===== src/sv/i2c_mts_pkg.sv =====
// Shared types, constants and helpers of the I2C transaction sequencer.
`timescale 1ns / 1ps
`default_nettype none

package i2c_mts_pkg;

  // Request FIFO slots; the ring holds one request fewer than this.
  localparam int QUEUE_DEPTH = 8;
  // Largest byte count of one write or read phase.
  localparam int MAX_BYTES   = 16;

  localparam int QPtrW   = $clog2(QUEUE_DEPTH);
  localparam int StoreAw = (MAX_BYTES > 1) ? $clog2(MAX_BYTES) : 1;
  localparam int LenW    = 5;
  localparam int AddrW   = 7;

  // Bit positions in the engine flag field.
  localparam int FLAG_START_BUSY   = 0;
  localparam int FLAG_TX_BUSY      = 1;
  localparam int FLAG_NACK         = 2;
  localparam int FLAG_RESTART_BUSY = 3;
  localparam int FLAG_ACK_BUSY     = 4;
  localparam int FLAG_RX_BUSY      = 5;
  localparam int FLAG_STOP_BUSY    = 6;

  typedef enum logic [1:0] {
    KIND_ENQUEUE = 2'd0,
    KIND_LOAD    = 2'd1,
    KIND_TICK    = 2'd2
  } kind_e;

  typedef enum logic [2:0] {
    PH_IDLE    = 3'd0,
    PH_START   = 3'd1,
    PH_WRITE   = 3'd2,
    PH_RESTART = 3'd3,
    PH_READ    = 3'd4,
    PH_RECV    = 3'd5,
    PH_STOP    = 3'd6
  } phase_e;

  typedef enum logic [2:0] {
    CMD_NONE    = 3'd0,
    CMD_START   = 3'd1,
    CMD_TX      = 3'd2,
    CMD_RESTART = 3'd3,
    CMD_RCEN    = 3'd4,
    CMD_ACK     = 3'd5,
    CMD_STOP    = 3'd6
  } cmd_e;

  typedef enum logic [1:0] {
    ST_PENDING  = 2'd0,
    ST_FINISHED = 2'd1,
    ST_ERROR    = 2'd2
  } status_e;

  typedef struct packed {
    logic [LenW-1:0]  rlen;
    logic [LenW-1:0]  wlen;
    logic [AddrW-1:0] addr;
  } req_t;

  typedef struct packed {
    logic empty;
    logic full;
  } fifo_status_t;

  typedef struct packed {
    cmd_e       cmd;
    logic [7:0] tx_byte;
    logic       ack;
    logic       rd_valid;
    logic [7:0] rd_byte;
    logic [3:0] rd_pos;
    status_e    status;
    logic       dropped;
  } result_t;

  function automatic logic [LenW-1:0] clamp_len(input logic [LenW-1:0] v);
    logic [LenW-1:0] r;
    r = v;
    if (int'(v) > MAX_BYTES) begin
      r = LenW'(MAX_BYTES);
    end
    return r;
  endfunction

endpackage

`default_nettype wire


===== src/sv/i2c_mts_req_fifo.sv =====
// Ring FIFO of pending I2C requests with full and empty status.
`timescale 1ns / 1ps
`default_nettype none

module i2c_mts_req_fifo (
  input  wire                         clk_i,
  input  wire                         rst_ni,
  input  wire                         push_i,
  input  wire                         pop_i,
  input  wire i2c_mts_pkg::req_t      push_data_i,
  output i2c_mts_pkg::req_t           head_data_o,
  output i2c_mts_pkg::fifo_status_t   status_o
);

  localparam int PtrW = i2c_mts_pkg::QPtrW;

  i2c_mts_pkg::req_t slots_q [i2c_mts_pkg::QUEUE_DEPTH];

  logic [PtrW-1:0] head_q, head_d;
  logic [PtrW-1:0] tail_q, tail_d;
  logic [PtrW-1:0] tail_next;
  logic [PtrW-1:0] head_next;

  always_comb begin
    tail_next = (int'(tail_q) == i2c_mts_pkg::QUEUE_DEPTH - 1) ? '0 : tail_q + 1'b1;
    head_next = (int'(head_q) == i2c_mts_pkg::QUEUE_DEPTH - 1) ? '0 : head_q + 1'b1;
  end

  always_comb begin
    status_o.empty = (head_q == tail_q);
    status_o.full  = (tail_next == head_q);
    head_data_o    = slots_q[head_q];
  end

  always_comb begin
    head_d = head_q;
    tail_d = tail_q;
    if (push_i && !status_o.full) begin
      tail_d = tail_next;
    end
    if (pop_i && !status_o.empty) begin
      head_d = head_next;
    end
  end

  always_ff @(posedge clk_i or negedge rst_ni) begin
    if (!rst_ni) begin
      head_q <= '0;
      tail_q <= '0;
    end else begin
      head_q <= head_d;
      tail_q <= tail_d;
    end
  end

  always_ff @(posedge clk_i) begin
    if (push_i && !status_o.full) begin
      slots_q[tail_q] <= push_data_i;
    end
  end

endmodule

`default_nettype wire


===== src/sv/i2c_master_transaction_sequencer_core.sv =====
// Top level of the I2C master write/read transaction sequencer.
//
// One input channel (in_valid_i/in_ready_o) carries three kinds of beat:
// an enqueue of a request (address, write count, read count), a load of one
// write data byte into the store, and a tick with the bus engine's flags and
// the received byte. Every accepted beat yields exactly one result beat on
// the output channel (out_valid_o/out_ready_i): the bus command to issue,
// the byte to transmit, the ack level, a received byte with its index, the
// request status and a dropped flag for an enqueue into a full FIFO.
// Each result is registered, in the result register or, while that is held,
// in the skid stage. Throughput is one beat per cycle while in_ready_o is
// high; the sequencer state, the FIFO pointers and the write store all
// update in the cycle of acceptance. The result register is backed by a
// one-entry skid stage, so a stalled receiver costs no input cycle until
// both are full; then in_ready_o drops until the receiver takes a result.
// Reset empties the FIFO, returns the sequencer to idle with status
// pending and clears both output stages. The request slots and the write
// store are not cleared; the host loads write data before each request.
`timescale 1ns / 1ps
`default_nettype none

module i2c_master_transaction_sequencer_core (
  input  wire        clk_i,
  input  wire        rst_ni,
  input  wire        in_valid_i,
  output logic       in_ready_o,
  input  wire [1:0]  kind_i,
  input  wire [6:0]  target_address_i,
  input  wire [4:0]  write_length_i,
  input  wire [4:0]  read_length_i,
  input  wire [3:0]  data_index_i,
  input  wire [7:0]  data_byte_i,
  input  wire [6:0]  engine_flags_i,
  output logic       out_valid_o,
  input  wire        out_ready_i,
  output logic [2:0] bus_command_o,
  output logic [7:0] transmit_byte_o,
  output logic       ack_level_o,
  output logic       read_valid_o,
  output logic [7:0] read_byte_o,
  output logic [3:0] read_position_o,
  output logic [1:0] request_status_o,
  output logic       request_dropped_o
);

  localparam int StoreAw = i2c_mts_pkg::StoreAw;
  localparam int LenW    = i2c_mts_pkg::LenW;

  logic accept;
  i2c_mts_pkg::kind_e kind;

  // Request FIFO
  logic                      push, pop;
  i2c_mts_pkg::req_t         push_req, head_req;
  i2c_mts_pkg::fifo_status_t fifo_st;

  // Sequencer state
  i2c_mts_pkg::phase_e  phase_q, phase_d;
  i2c_mts_pkg::status_e status_q, status_d;
  i2c_mts_pkg::req_t    cur_q, cur_d;
  logic [LenW-1:0]      cnt_q, cnt_d;
  logic                 run_q, run_d;
  logic                 run_eff;
  logic                 tick;

  // Write data store
  logic [7:0] store_q [i2c_mts_pkg::MAX_BYTES];
  logic       store_we;
  logic [7:0] store_rd;

  // Output stages
  i2c_mts_pkg::result_t res_d, out_q, skid_q;
  logic                 out_valid_q, skid_valid_q;

  assign in_ready_o = !skid_valid_q;
  assign accept     = in_valid_i && in_ready_o;
  assign kind       = i2c_mts_pkg::kind_e'(kind_i);
  assign tick       = accept && (kind == i2c_mts_pkg::KIND_TICK);
  assign run_eff    = run_q || !fifo_st.empty;

  always_comb begin
    push_req.addr = target_address_i;
    push_req.wlen = i2c_mts_pkg::clamp_len(write_length_i);
    push_req.rlen = i2c_mts_pkg::clamp_len(read_length_i);
  end

  i2c_mts_req_fifo u_req_fifo (
    .clk_i       (clk_i),
    .rst_ni      (rst_ni),
    .push_i      (push),
    .pop_i       (pop),
    .push_data_i (push_req),
    .head_data_o (head_req),
    .status_o    (fifo_st)
  );

  assign store_rd = (int'(cnt_q) < i2c_mts_pkg::MAX_BYTES) ?
                    store_q[StoreAw'(cnt_q)] : 8'h00;

  // Next state of the sequencer, FIFO and store.
  always_comb begin
    phase_d  = phase_q;
    status_d = status_q;
    cur_d    = cur_q;
    cnt_d    = cnt_q;
    run_d    = run_q;
    push     = 1'b0;
    pop      = 1'b0;
    store_we = 1'b0;
    if (accept) begin
      unique case (kind)
        i2c_mts_pkg::KIND_ENQUEUE: push = !fifo_st.full;
        i2c_mts_pkg::KIND_LOAD:
          store_we = (int'(data_index_i) < i2c_mts_pkg::MAX_BYTES);
        i2c_mts_pkg::KIND_TICK: begin
          run_d = run_eff;
          if (run_eff) begin
            unique case (phase_q)
              i2c_mts_pkg::PH_IDLE: begin
                if (!fifo_st.empty) begin
                  cur_d = head_req;
                  pop   = 1'b1;
                end
                status_d = i2c_mts_pkg::ST_PENDING;
                phase_d  = i2c_mts_pkg::PH_START;
              end
              i2c_mts_pkg::PH_START: begin
                if (!engine_flags_i[i2c_mts_pkg::FLAG_START_BUSY]) begin
                  if (cur_q.wlen != '0) begin
                    phase_d = i2c_mts_pkg::PH_WRITE;
                  end else if (cur_q.rlen != '0) begin
                    phase_d = i2c_mts_pkg::PH_READ;
                  end else begin
                    status_d = i2c_mts_pkg::ST_FINISHED;
                    cnt_d    = '0;
                    phase_d  = i2c_mts_pkg::PH_STOP;
                  end
                end
              end
              i2c_mts_pkg::PH_WRITE: begin
                if (!engine_flags_i[i2c_mts_pkg::FLAG_TX_BUSY]) begin
                  if (engine_flags_i[i2c_mts_pkg::FLAG_NACK]) begin
                    status_d = i2c_mts_pkg::ST_ERROR;
                    cnt_d    = '0;
                    phase_d  = i2c_mts_pkg::PH_STOP;
                  end else if (cnt_q < cur_q.wlen) begin
                    cnt_d = cnt_q + 1'b1;
                  end else begin
                    cnt_d   = '0;
                    phase_d = i2c_mts_pkg::PH_RESTART;
                  end
                end
              end
              i2c_mts_pkg::PH_RESTART: begin
                if (!engine_flags_i[i2c_mts_pkg::FLAG_RESTART_BUSY]) begin
                  phase_d = i2c_mts_pkg::PH_READ;
                end
              end
              i2c_mts_pkg::PH_READ: begin
                if (!engine_flags_i[i2c_mts_pkg::FLAG_TX_BUSY]) begin
                  if (engine_flags_i[i2c_mts_pkg::FLAG_NACK]) begin
                    status_d = i2c_mts_pkg::ST_ERROR;
                    cnt_d    = '0;
                    phase_d  = i2c_mts_pkg::PH_STOP;
                  end else if (!engine_flags_i[i2c_mts_pkg::FLAG_ACK_BUSY]) begin
                    if (cnt_q < cur_q.rlen) begin
                      cnt_d   = cnt_q + 1'b1;
                      phase_d = i2c_mts_pkg::PH_RECV;
                    end else begin
                      status_d = i2c_mts_pkg::ST_FINISHED;
                      cnt_d    = '0;
                      phase_d  = i2c_mts_pkg::PH_STOP;
                    end
                  end
                end
              end
              i2c_mts_pkg::PH_RECV: begin
                if (!engine_flags_i[i2c_mts_pkg::FLAG_RX_BUSY]) begin
                  phase_d = i2c_mts_pkg::PH_READ;
                end
              end
              i2c_mts_pkg::PH_STOP: begin
                if (!engine_flags_i[i2c_mts_pkg::FLAG_STOP_BUSY]) begin
                  run_d   = 1'b0;
                  phase_d = i2c_mts_pkg::PH_IDLE;
                end
              end
              default: phase_d = i2c_mts_pkg::PH_IDLE;
            endcase
          end
        end
        default: ;
      endcase
    end
  end

  // Result of the beat being accepted.
  always_comb begin
    res_d          = '0;
    res_d.cmd      = i2c_mts_pkg::CMD_NONE;
    res_d.status   = status_d;
    res_d.dropped  = accept && (kind == i2c_mts_pkg::KIND_ENQUEUE) && fifo_st.full;
    if (tick && run_eff) begin
      unique case (phase_q)
        i2c_mts_pkg::PH_IDLE: res_d.cmd = i2c_mts_pkg::CMD_START;
        i2c_mts_pkg::PH_START: begin
          if (!engine_flags_i[i2c_mts_pkg::FLAG_START_BUSY]) begin
            if (cur_q.wlen != '0) begin
              res_d.cmd     = i2c_mts_pkg::CMD_TX;
              res_d.tx_byte = {cur_q.addr, 1'b0};
            end else if (cur_q.rlen != '0) begin
              res_d.cmd     = i2c_mts_pkg::CMD_TX;
              res_d.tx_byte = {cur_q.addr, 1'b1};
            end else begin
              res_d.cmd = i2c_mts_pkg::CMD_STOP;
            end
          end
        end
        i2c_mts_pkg::PH_WRITE: begin
          if (!engine_flags_i[i2c_mts_pkg::FLAG_TX_BUSY]) begin
            if (engine_flags_i[i2c_mts_pkg::FLAG_NACK]) begin
              res_d.cmd = i2c_mts_pkg::CMD_STOP;
            end else if (cnt_q < cur_q.wlen) begin
              res_d.cmd     = i2c_mts_pkg::CMD_TX;
              res_d.tx_byte = store_rd;
            end else begin
              res_d.cmd = i2c_mts_pkg::CMD_RESTART;
            end
          end
        end
        i2c_mts_pkg::PH_RESTART: begin
          if (!engine_flags_i[i2c_mts_pkg::FLAG_RESTART_BUSY]) begin
            res_d.cmd     = i2c_mts_pkg::CMD_TX;
            res_d.tx_byte = {cur_q.addr, 1'b1};
          end
        end
        i2c_mts_pkg::PH_READ: begin
          if (!engine_flags_i[i2c_mts_pkg::FLAG_TX_BUSY]) begin
            if (engine_flags_i[i2c_mts_pkg::FLAG_NACK]) begin
              res_d.cmd = i2c_mts_pkg::CMD_STOP;
            end else if (!engine_flags_i[i2c_mts_pkg::FLAG_ACK_BUSY]) begin
              res_d.cmd = (cnt_q < cur_q.rlen) ? i2c_mts_pkg::CMD_RCEN :
                                                 i2c_mts_pkg::CMD_STOP;
            end
          end
        end
        i2c_mts_pkg::PH_RECV: begin
          if (!engine_flags_i[i2c_mts_pkg::FLAG_RX_BUSY]) begin
            // The counter already points past the byte being delivered.
            res_d.cmd      = i2c_mts_pkg::CMD_ACK;
            res_d.rd_valid = 1'b1;
            res_d.rd_byte  = data_byte_i;
            res_d.rd_pos   = 4'(cnt_q - 1'b1);
            res_d.ack      = (cnt_q >= cur_q.rlen);
          end
        end
        default: ;
      endcase
    end
  end

  always_ff @(posedge clk_i or negedge rst_ni) begin
    if (!rst_ni) begin
      phase_q  <= i2c_mts_pkg::PH_IDLE;
      status_q <= i2c_mts_pkg::ST_PENDING;
      cur_q    <= '0;
      cnt_q    <= '0;
      run_q    <= 1'b0;
    end else begin
      phase_q  <= phase_d;
      status_q <= status_d;
      cur_q    <= cur_d;
      cnt_q    <= cnt_d;
      run_q    <= run_d;
    end
  end

  always_ff @(posedge clk_i) begin
    if (store_we) begin
      store_q[StoreAw'(data_index_i)] <= data_byte_i;
    end
  end

  // Result register with a skid stage behind it.
  always_ff @(posedge clk_i or negedge rst_ni) begin
    if (!rst_ni) begin
      out_valid_q  <= 1'b0;
      skid_valid_q <= 1'b0;
    end else if (!out_valid_q || out_ready_i) begin
      if (skid_valid_q) begin
        out_valid_q  <= 1'b1;
        skid_valid_q <= 1'b0;
      end else begin
        out_valid_q <= accept;
      end
    end else if (accept) begin
      skid_valid_q <= 1'b1;
    end
  end

  always_ff @(posedge clk_i) begin
    if (!out_valid_q || out_ready_i) begin
      out_q <= skid_valid_q ? skid_q : res_d;
    end else if (accept) begin
      skid_q <= res_d;
    end
  end

  assign out_valid_o       = out_valid_q;
  assign bus_command_o     = out_q.cmd;
  assign transmit_byte_o   = out_q.tx_byte;
  assign ack_level_o       = out_q.ack;
  assign read_valid_o      = out_q.rd_valid;
  assign read_byte_o       = out_q.rd_byte;
  assign read_position_o   = out_q.rd_pos;
  assign request_status_o  = out_q.status;
  assign request_dropped_o = out_q.dropped;

  // The skid stage only fills behind a held result.
  a_skid_behind_out: assert property (@(posedge clk_i) disable iff (!rst_ni)
    skid_valid_q |-> out_valid_q)
    else $error("skid stage full while result register empty");

  // A received byte is only ever reported together with an acknowledge.
  a_read_with_ack: assert property (@(posedge clk_i) disable iff (!rst_ni)
    (out_valid_q && out_q.rd_valid) |-> (out_q.cmd == i2c_mts_pkg::CMD_ACK))
    else $error("received byte delivered without acknowledge command");

  // The sequencer is running exactly when it has left idle.
  a_run_matches_phase: assert property (@(posedge clk_i) disable iff (!rst_ni)
    run_q != (phase_q == i2c_mts_pkg::PH_IDLE))
    else $error("run flag disagrees with phase");

  // Every entry into stop clears the byte counter, so idle starts from zero.
  a_idle_counter_clear: assert property (@(posedge clk_i) disable iff (!rst_ni)
    (phase_q == i2c_mts_pkg::PH_IDLE) |-> (cnt_q == '0))
    else $error("byte counter not cleared in idle");

endmodule

`default_nettype wire


===== config.mk =====
export PLATFORM = sky130hd
export DESIGN_NAME = i2c_master_transaction_sequencer_core
export DESIGN_NICKNAME = d
export VERILOG_FILES = /design/src/sv/i2c_mts_pkg.sv /design/src/sv/i2c_mts_req_fifo.sv /design/src/sv/i2c_master_transaction_sequencer_core.sv
export SDC_FILE = /design/constraint.sdc
export NUM_CORES = 1
export LEC_CHECK = 0
export BUFFER_PORTS_ARGS = -buffer_cell sky130_fd_sc_hd__buf_2
export CAP_MARGIN = 5
export CORE_MARGIN = 1.5
export CORE_UTILIZATION = 65
export CTS_CLUSTER_DIAMETER = 60
export DETAILED_ROUTE_END_ITERATION = 10
export PLACE_DENSITY = 0.94
export SETUP_SLACK_MARGIN = 0.1
export SLEW_MARGIN = 25
export SYNTH_ARGS = -nofsm -noshare
export SYNTH_HDL_FRONTEND = slang
export SYNTH_SLANG_ARGS = --single-unit
export TNS_END_PERCENT = 20

===== constraint.sdc =====
create_clock -name clk_i -period 5.4 [get_ports clk_i]
set_input_delay 1.35 -clock clk_i [delete_from_list [all_inputs] [get_ports clk_i]]
set_output_delay 1.35 -clock clk_i [all_outputs]
set_load 0.01 [all_outputs]

# Yosys cells after proc, flatten, opt, wreduce, memory -nomap -nowiden
# Memories as Yosys holds them, arrays and structs flattened. A register that Yosys moved wholly into a read port is not among the register bits.
# Cells that the tools add are included.
[totals]
register_bits = 75
ramBits = 264
inputBits = 42
elab_cells = 168
memories = 2
[classes]
n_addsub = 4
magnitude_cmp = 6
eq_ne = 22
n_mux = 83
bitwise_logic = 2
n_reduce_logical = 25
[memory_table]
columns = ["name", "words", "width", "rd", "rd_ports_with_merged_regs", "wr", "line_no", "source"]
rows = [
  ["u_req_fifo.slots_q", 8, 17, 1, 1, 1, "i2c_mts_req_fifo.sv:17", "i2c_mts_pkg::req_t slots_q [i2c_mts_pkg::QUEUE_DEPTH];"],
  ["store_q", 16, 8, 1, 0, 1, "i2c_master_transaction_sequencer_core.sv:67", "logic [7:0] store_q [i2c_mts_pkg::MAX_BYTES];"],
]
[op_table]
columns = ["cell", "count"]
rows = [
  ["5-bit two-way mux", 12],
  ["3-bit two-way mux", 19],
  ["11-bit two-way mux", 3],
  ["8-bit two-way mux", 4],
  ["2-bit two-way mux", 15],
  ["14-bit two-way mux", 2],
  ["28-bit two-way mux", 1],
  ["25-bit two-way mux", 1],
  ["8-bit one-hot mux with 3 select lines", 1],
  ["3-bit one-hot mux with 7 select lines", 1],
  ["1-bit two-way mux", 20],
  ["3-bit one-hot mux with 6 select lines", 1],
  ["2-bit inequality test, second input constant", 8],
  ["5-bit one-hot mux with 3 select lines", 1],
  ["11-bit AND reduction", 1],
  ["5-bit greater-than comparator, second input constant", 2],
  ["5-bit < comparator", 2],
  ["10-bit two-way mux", 1],
  ["10-bit AND reduction", 1],
  ["5-bit nonzero test", 2],
  ["3-bit by 1-bit == test with 1-bit output, second input constant", 3],
  ["3-bit == test, second input constant", 3],
  ["2-bit one-hot mux with 4 select lines", 1],
  ["1-bit logical AND", 7],
  ["other kinds (19)", 30],
]

# Logic depth before layout (Yosys ltp)
[logic_depth]
ltp_word = 10
mapped_depth = 10

# Modules after synthesis
# Synthesis repeated with hierarchy kept, for this count alone.
[unflattened]
cells_unflattened = 839
hier_area_um2 = 14974.4
[modules_own_cells]
columns = ["module", "n_inst", "cells_per_inst", "area_each_um2", "seq_area_each_um2"]
rows = [
  ["i2c_master_transaction_sequencer_core", 1, 592, 9295.2, 6276.0],
  ["i2c_mts_req_fifo", 1, 247, 5679.2, 4234.1],
]

# Worst setup path before layout
# No wires, ideal clock.
[synth_timing]
kind = "input to register"
from = "in out_ready_i"
to = "reg skid_q[0] in the netlist's numbering (enable)"
t_arrival_ps = 3401
slack_ps = 1586
path_stages = 2
n_path_buf = 0
cell_sequence = "nand2b_1 -> nor2_1"
[synth_via]
elab_chain_cells = 3
[synth_lines]
columns = ["item", "line_no", "source"]
rows = [
  ["start, declared", "i2c_master_transaction_sequencer_core.sv:35", "input wire out_ready_i,"],
  ["1-bit logical OR", "i2c_master_transaction_sequencer_core.sv:302", "if (!out_valid_q || out_ready_i) begin"],
  ["1-bit NOT (no source line)", "-", ""],
  ["2-bit AND reduction (no source line)", "-", ""],
  ["end signal, assigned", "i2c_master_transaction_sequencer_core.sv:305", "skid_q <= res_d;"],
  ["end, declared", "i2c_master_transaction_sequencer_core.sv:72", "i2c_mts_pkg::result_t res_d, out_q, skid_q;"],
]
# No other way between the ends.
# A chain may end at the register's enable or synchronous reset.

# Worst setup path in the final report
[layout_timing]
from = "reg skid_valid_q"
to = "mem u_req_fifo.slots_q[6][9] in the netlist's numbering (enable)"
[layout_via]
elab_chain_cells = 6
[layout_lines]
columns = ["item", "line_no", "source"]
rows = [
  ["start, declared", "i2c_master_transaction_sequencer_core.sv:73", "logic out_valid_q, skid_valid_q;"],
  ["start signal, assigned", "i2c_master_transaction_sequencer_core.sv:288", "skid_valid_q <= 1'b0;"],
  ["start signal, assigned", "i2c_master_transaction_sequencer_core.sv:292", "skid_valid_q <= 1'b0;"],
  ["start signal, assigned", "i2c_master_transaction_sequencer_core.sv:297", "skid_valid_q <= 1'b1;"],
  ["1-bit logical NOT", "i2c_master_transaction_sequencer_core.sv:75", "assign in_ready_o = !skid_valid_q;"],
  ["1-bit logical AND", "i2c_master_transaction_sequencer_core.sv:76", "assign accept = in_valid_i && in_ready_o;"],
  ["1-bit two-way mux", "i2c_master_transaction_sequencer_core.sv:110", "if (accept) begin"],
  ["1-bit logical AND", "i2c_mts_req_fifo.sv:57", "if (push_i && !status_o.full) begin"],
  ["1-bit two-way mux", "i2c_mts_req_fifo.sv:57", ""],
  ["1-bit two-way mux (not written as such)", "i2c_mts_req_fifo.sv:58", "slots_q[tail_q] <= push_data_i;"],
  ["end, declared", "i2c_mts_req_fifo.sv:17", ""],
]
# No other way between the ends.

==> metrics.yaml <==
status: "completed"
hp-class: "reg2reg"
cts_made_buffers: 36
p_leak_nw: 5.825
path_max_fanout: 30
yosys.area.top_type_share_pct: 65.16
synth_cells: 822
vias_per_cell: 6.714
swShare_pct: 28.61
wl_um: 32760
dp.cells: 1150
clock_latency_ns: 0.54
drtIter0Drc: 876
num_io_pins: 72
switchingPower_mw: 2.124
cts_hold_buffers: 0
ys.flop_type: "edfxtp_1"
period_needed_ns: 3.385
syn2layout_area_growth_pct: 11.96
core-area_um2: 22030
utilization_pct: 74.96
final_max_slew_viol_count: 0
grtUsageTotal_pct: 28.69
fin_cells: 1218
synth_fa_ha_area_share_pct: 1.273
setup_violations: 0
cts-resized-gates: 0
synth_edf_count: 320
grt_pass1_vias: 8383
ant_nets: 0
grt_overflow_total: 0
grt_max_degree: 39
tightest_slew_ns: 0.9321
crit_arrival_ns: 3.61
muxShareOfSynthArea_pct: 12.98
tritoncts: "yes"
intPower_mw: 5.300
layout-drive-gt1-share_pct: 27.14
gp_congestion: 0.8725
syn_area_per_cell_um2: 17.94
cts_max_path_buffers: 3
vias: 8178
synth-warning-count: 0
rsz0062_at_grt: "no"
rows: 54
fin_skew_ns: 0.02626
clockRootBuffer: "clkbuf_16"
htreeDepth: 2
wl_per_cell_um: 26.90
cp_top_family: "simple AND/OR/NAND/NOR gates"
power_frac_comb_pct: 20.2
antenna_found_initial: 3
die_w_um: 153.6
yosysSeqAreaShare_pct: 71.27
clk_pin_slew_worst_paths_ns: 0.06
hold_viol: 0
ys_ff_latch: 356
hpwl_um: 19470
slew_headroom_pct: 37.86
grt_pass1_wl_um: 50130
synth_compound_area_share_pct: 5.133
cts.sinks: 356
nNetsFinal: 965
fin_tns_setup_ns: 0
synthXorXnorAreaFrac_pct: 0.4751
fp.dieArea_um2: 23600
synth_top_family_by_area: "multiplexers"
post_cts_buffers: 0
pwr-share-clk_pct: 33.6
crit_path_end_kind: "register"
start_util_pct: 66.95
start_kind: "register"
cap_viol_max_count: 0
slowest_delay_ns: 0.72
critPathBufInv: 1
die_h_um: 153.6
postSynth.asyncResetShare_pct: 10.11
finalCritPeriodShare_pct: 62.68
path_class: "reg2reg"
critPathRequiredTime_ns: 5.63
synth_top_area_cell: "edfxtp_1"
synth_fp_nets: 879
dr.pass1.iters: 5
crit_chain: "nand2b_2, nor3_1, nand2_1, or2_2, nor2_1, buf_4"
cp_slowest_cell: "dfrtp_1"
sequentialPowerShare_pct: 46.2
total_power_mw: 7.424
netlist_top_cells_area: "edfxtp_1, mux4_2, dfrtp_1"
max_freq_mhz: 295.5
yosys.area_share.simple_pct: 6.380
synth_area_um2: 14750
drcViolationCount: 0
power.density_nw_per_um2: 449.7
ir_worst_vdd_uv: 284.8
synth_cell_type_count: 67
io_buffers: 71
synthesized netlist by cell type, types with 2 or more instances:
cell,instances
o22ai_1,2
nand3b_1,2
a211o_1,2
nand2b_4,2
nand2b_1,14
nor4_1,2
dfrtp_1,36
a22oi_1,3
nor2_1,44
clkbuf_1,16
nand2_1,44
and2_1,9
o2bb2ai_1,6
inv_1,22
edfxtp_1,320
nand3_1,8
a211oi_1,2
buf_2,10
clkbuf_8,9
a22o_1,2
o21ai_1,2
and4_1,3
a21o_1,25
nor2b_1,14
ha_1,15
nor3_1,13
xnor2_1,8
a21oi_1,15
o21ai_0,28
or2_2,4
mux4_2,73
nand4b_1,2
mux2i_1,18
and3_1,2
a31oi_1,4
mux2_2,8
o31ai_1,3
through the flow:
step,setup slack (ns),cell area (um2),hold slack (ns)
after floorplan,1.586,14750,0.4505
after global placement,1.669,15300,0.4805
after detailed placement,1.426,15300,0.4964
after CTS,1.729,16490,0.5148
after global routing,1.865,16510,0.5292
final,2.015,16510,0.5160
worst min-delay path, cell delays in order (launching register included):
cell and delay [ns]:
dfrtp_1 0.37, nand2_1 0.05, o21ai_0 0.06
registers in the layout, indices dropped and copies added (netlist names):
register	flops
u_req_fifo.slots_q	136
store_q	128
skid_q	28
cur_q	17
read_byte_o	8
transmit_byte_o	8
cnt_q	5
read_position_o	4
bus_command_o	3
phase_q	3
u_req_fifo.head_q	3
u_req_fifo.tail_q	3
request_status_o	2
status_q	2
ack_level_o	1
out_valid_o	1
read_valid_o	1
request_dropped_o	1
run_q	1
skid_valid_q	1
final timing paths:
check,start,to,slack [ns],depth (start not counted)
hold / removal,cur_q[16],cur_q[16],0.52,2
hold reg to reg,cur_q[16],cur_q[16],0.52,2
setup / recovery,skid_valid_q,u_req_fifo.slots_q[6][9],2.02,6
setup reg to reg,skid_valid_q,u_req_fifo.slots_q[6][9],2.02,6
min in group asynchronous,rst_ni,out_valid_o,0.90,1
max in group asynchronous,rst_ni,u_req_fifo.head_q[0],3.93,1
layer usage:
| metal | vias up | share of wire (%) | global-route usage [%] |
|---|---|---|---|
| li1 | 3433 | - | - |
| met5 | - | 0.046 | 0 |
| met3 | 95 | 9.5 | 5.862 |
| met2 | 531 | 50 | 47.10 |
| met1 | 4117 | 38 | 38.87 |
| met4 | 2 | 3.2 | 10.31 |
layout by cell type, fill, tap and decap left out, types with 8 or more instances in the layout:
cell type / count
a21o_1: 25
a21oi_1: 15
and2_1: 9
buf_2: 71
buf_4: 16
clkbuf_16: 36
clkinv_1: 8
clkinv_2: 9
dfrtp_1: 34
edfxtp_1: 320
ha_1: 15
inv_1: 22
mux2_2: 8
mux2i_1: 18
mux4_2: 73
nand2_1: 44
nand2b_1: 14
nand3_1: 8
nor2_1: 43
nor2b_1: 14
o21ai_0: 28
xnor2_1: 8
cell families after synthesis:
kind of cell    after synthesis
fa+ha+maj                    15
mux                          99
simple gates                175
flops                       356
buf+inv                      61
xor+xnor                      8
compound gates              108
power by group through the flow:
stage | combinational [mW] | sequential, mW | clock, mW
after floorplan | 1.20 | 3.35 | 0
after global placement | 1.38 | 3.46 | 0
after detailed placement | 1.43 | 3.47 | 0
after CTS | 1.48 | 3.43 | 2.50
after global routing | 1.61 | 3.46 | 2.61
final | 1.50 | 3.43 | 2.49
layout make-up:
class                           count  area, um2
Tap cell                          280      350.3
Clock inverter                     28      274.0
Antenna cell                        2      5.005
Multi-Input combinational cell    405       3902
Clock buffer                       38      908.4
Timing Repair Buffer               87      475.5
Fill cell                        1152       5515
Inverter                           22      82.58
Sequential cell                   356      10510
(Power assumes the default switching activity.)
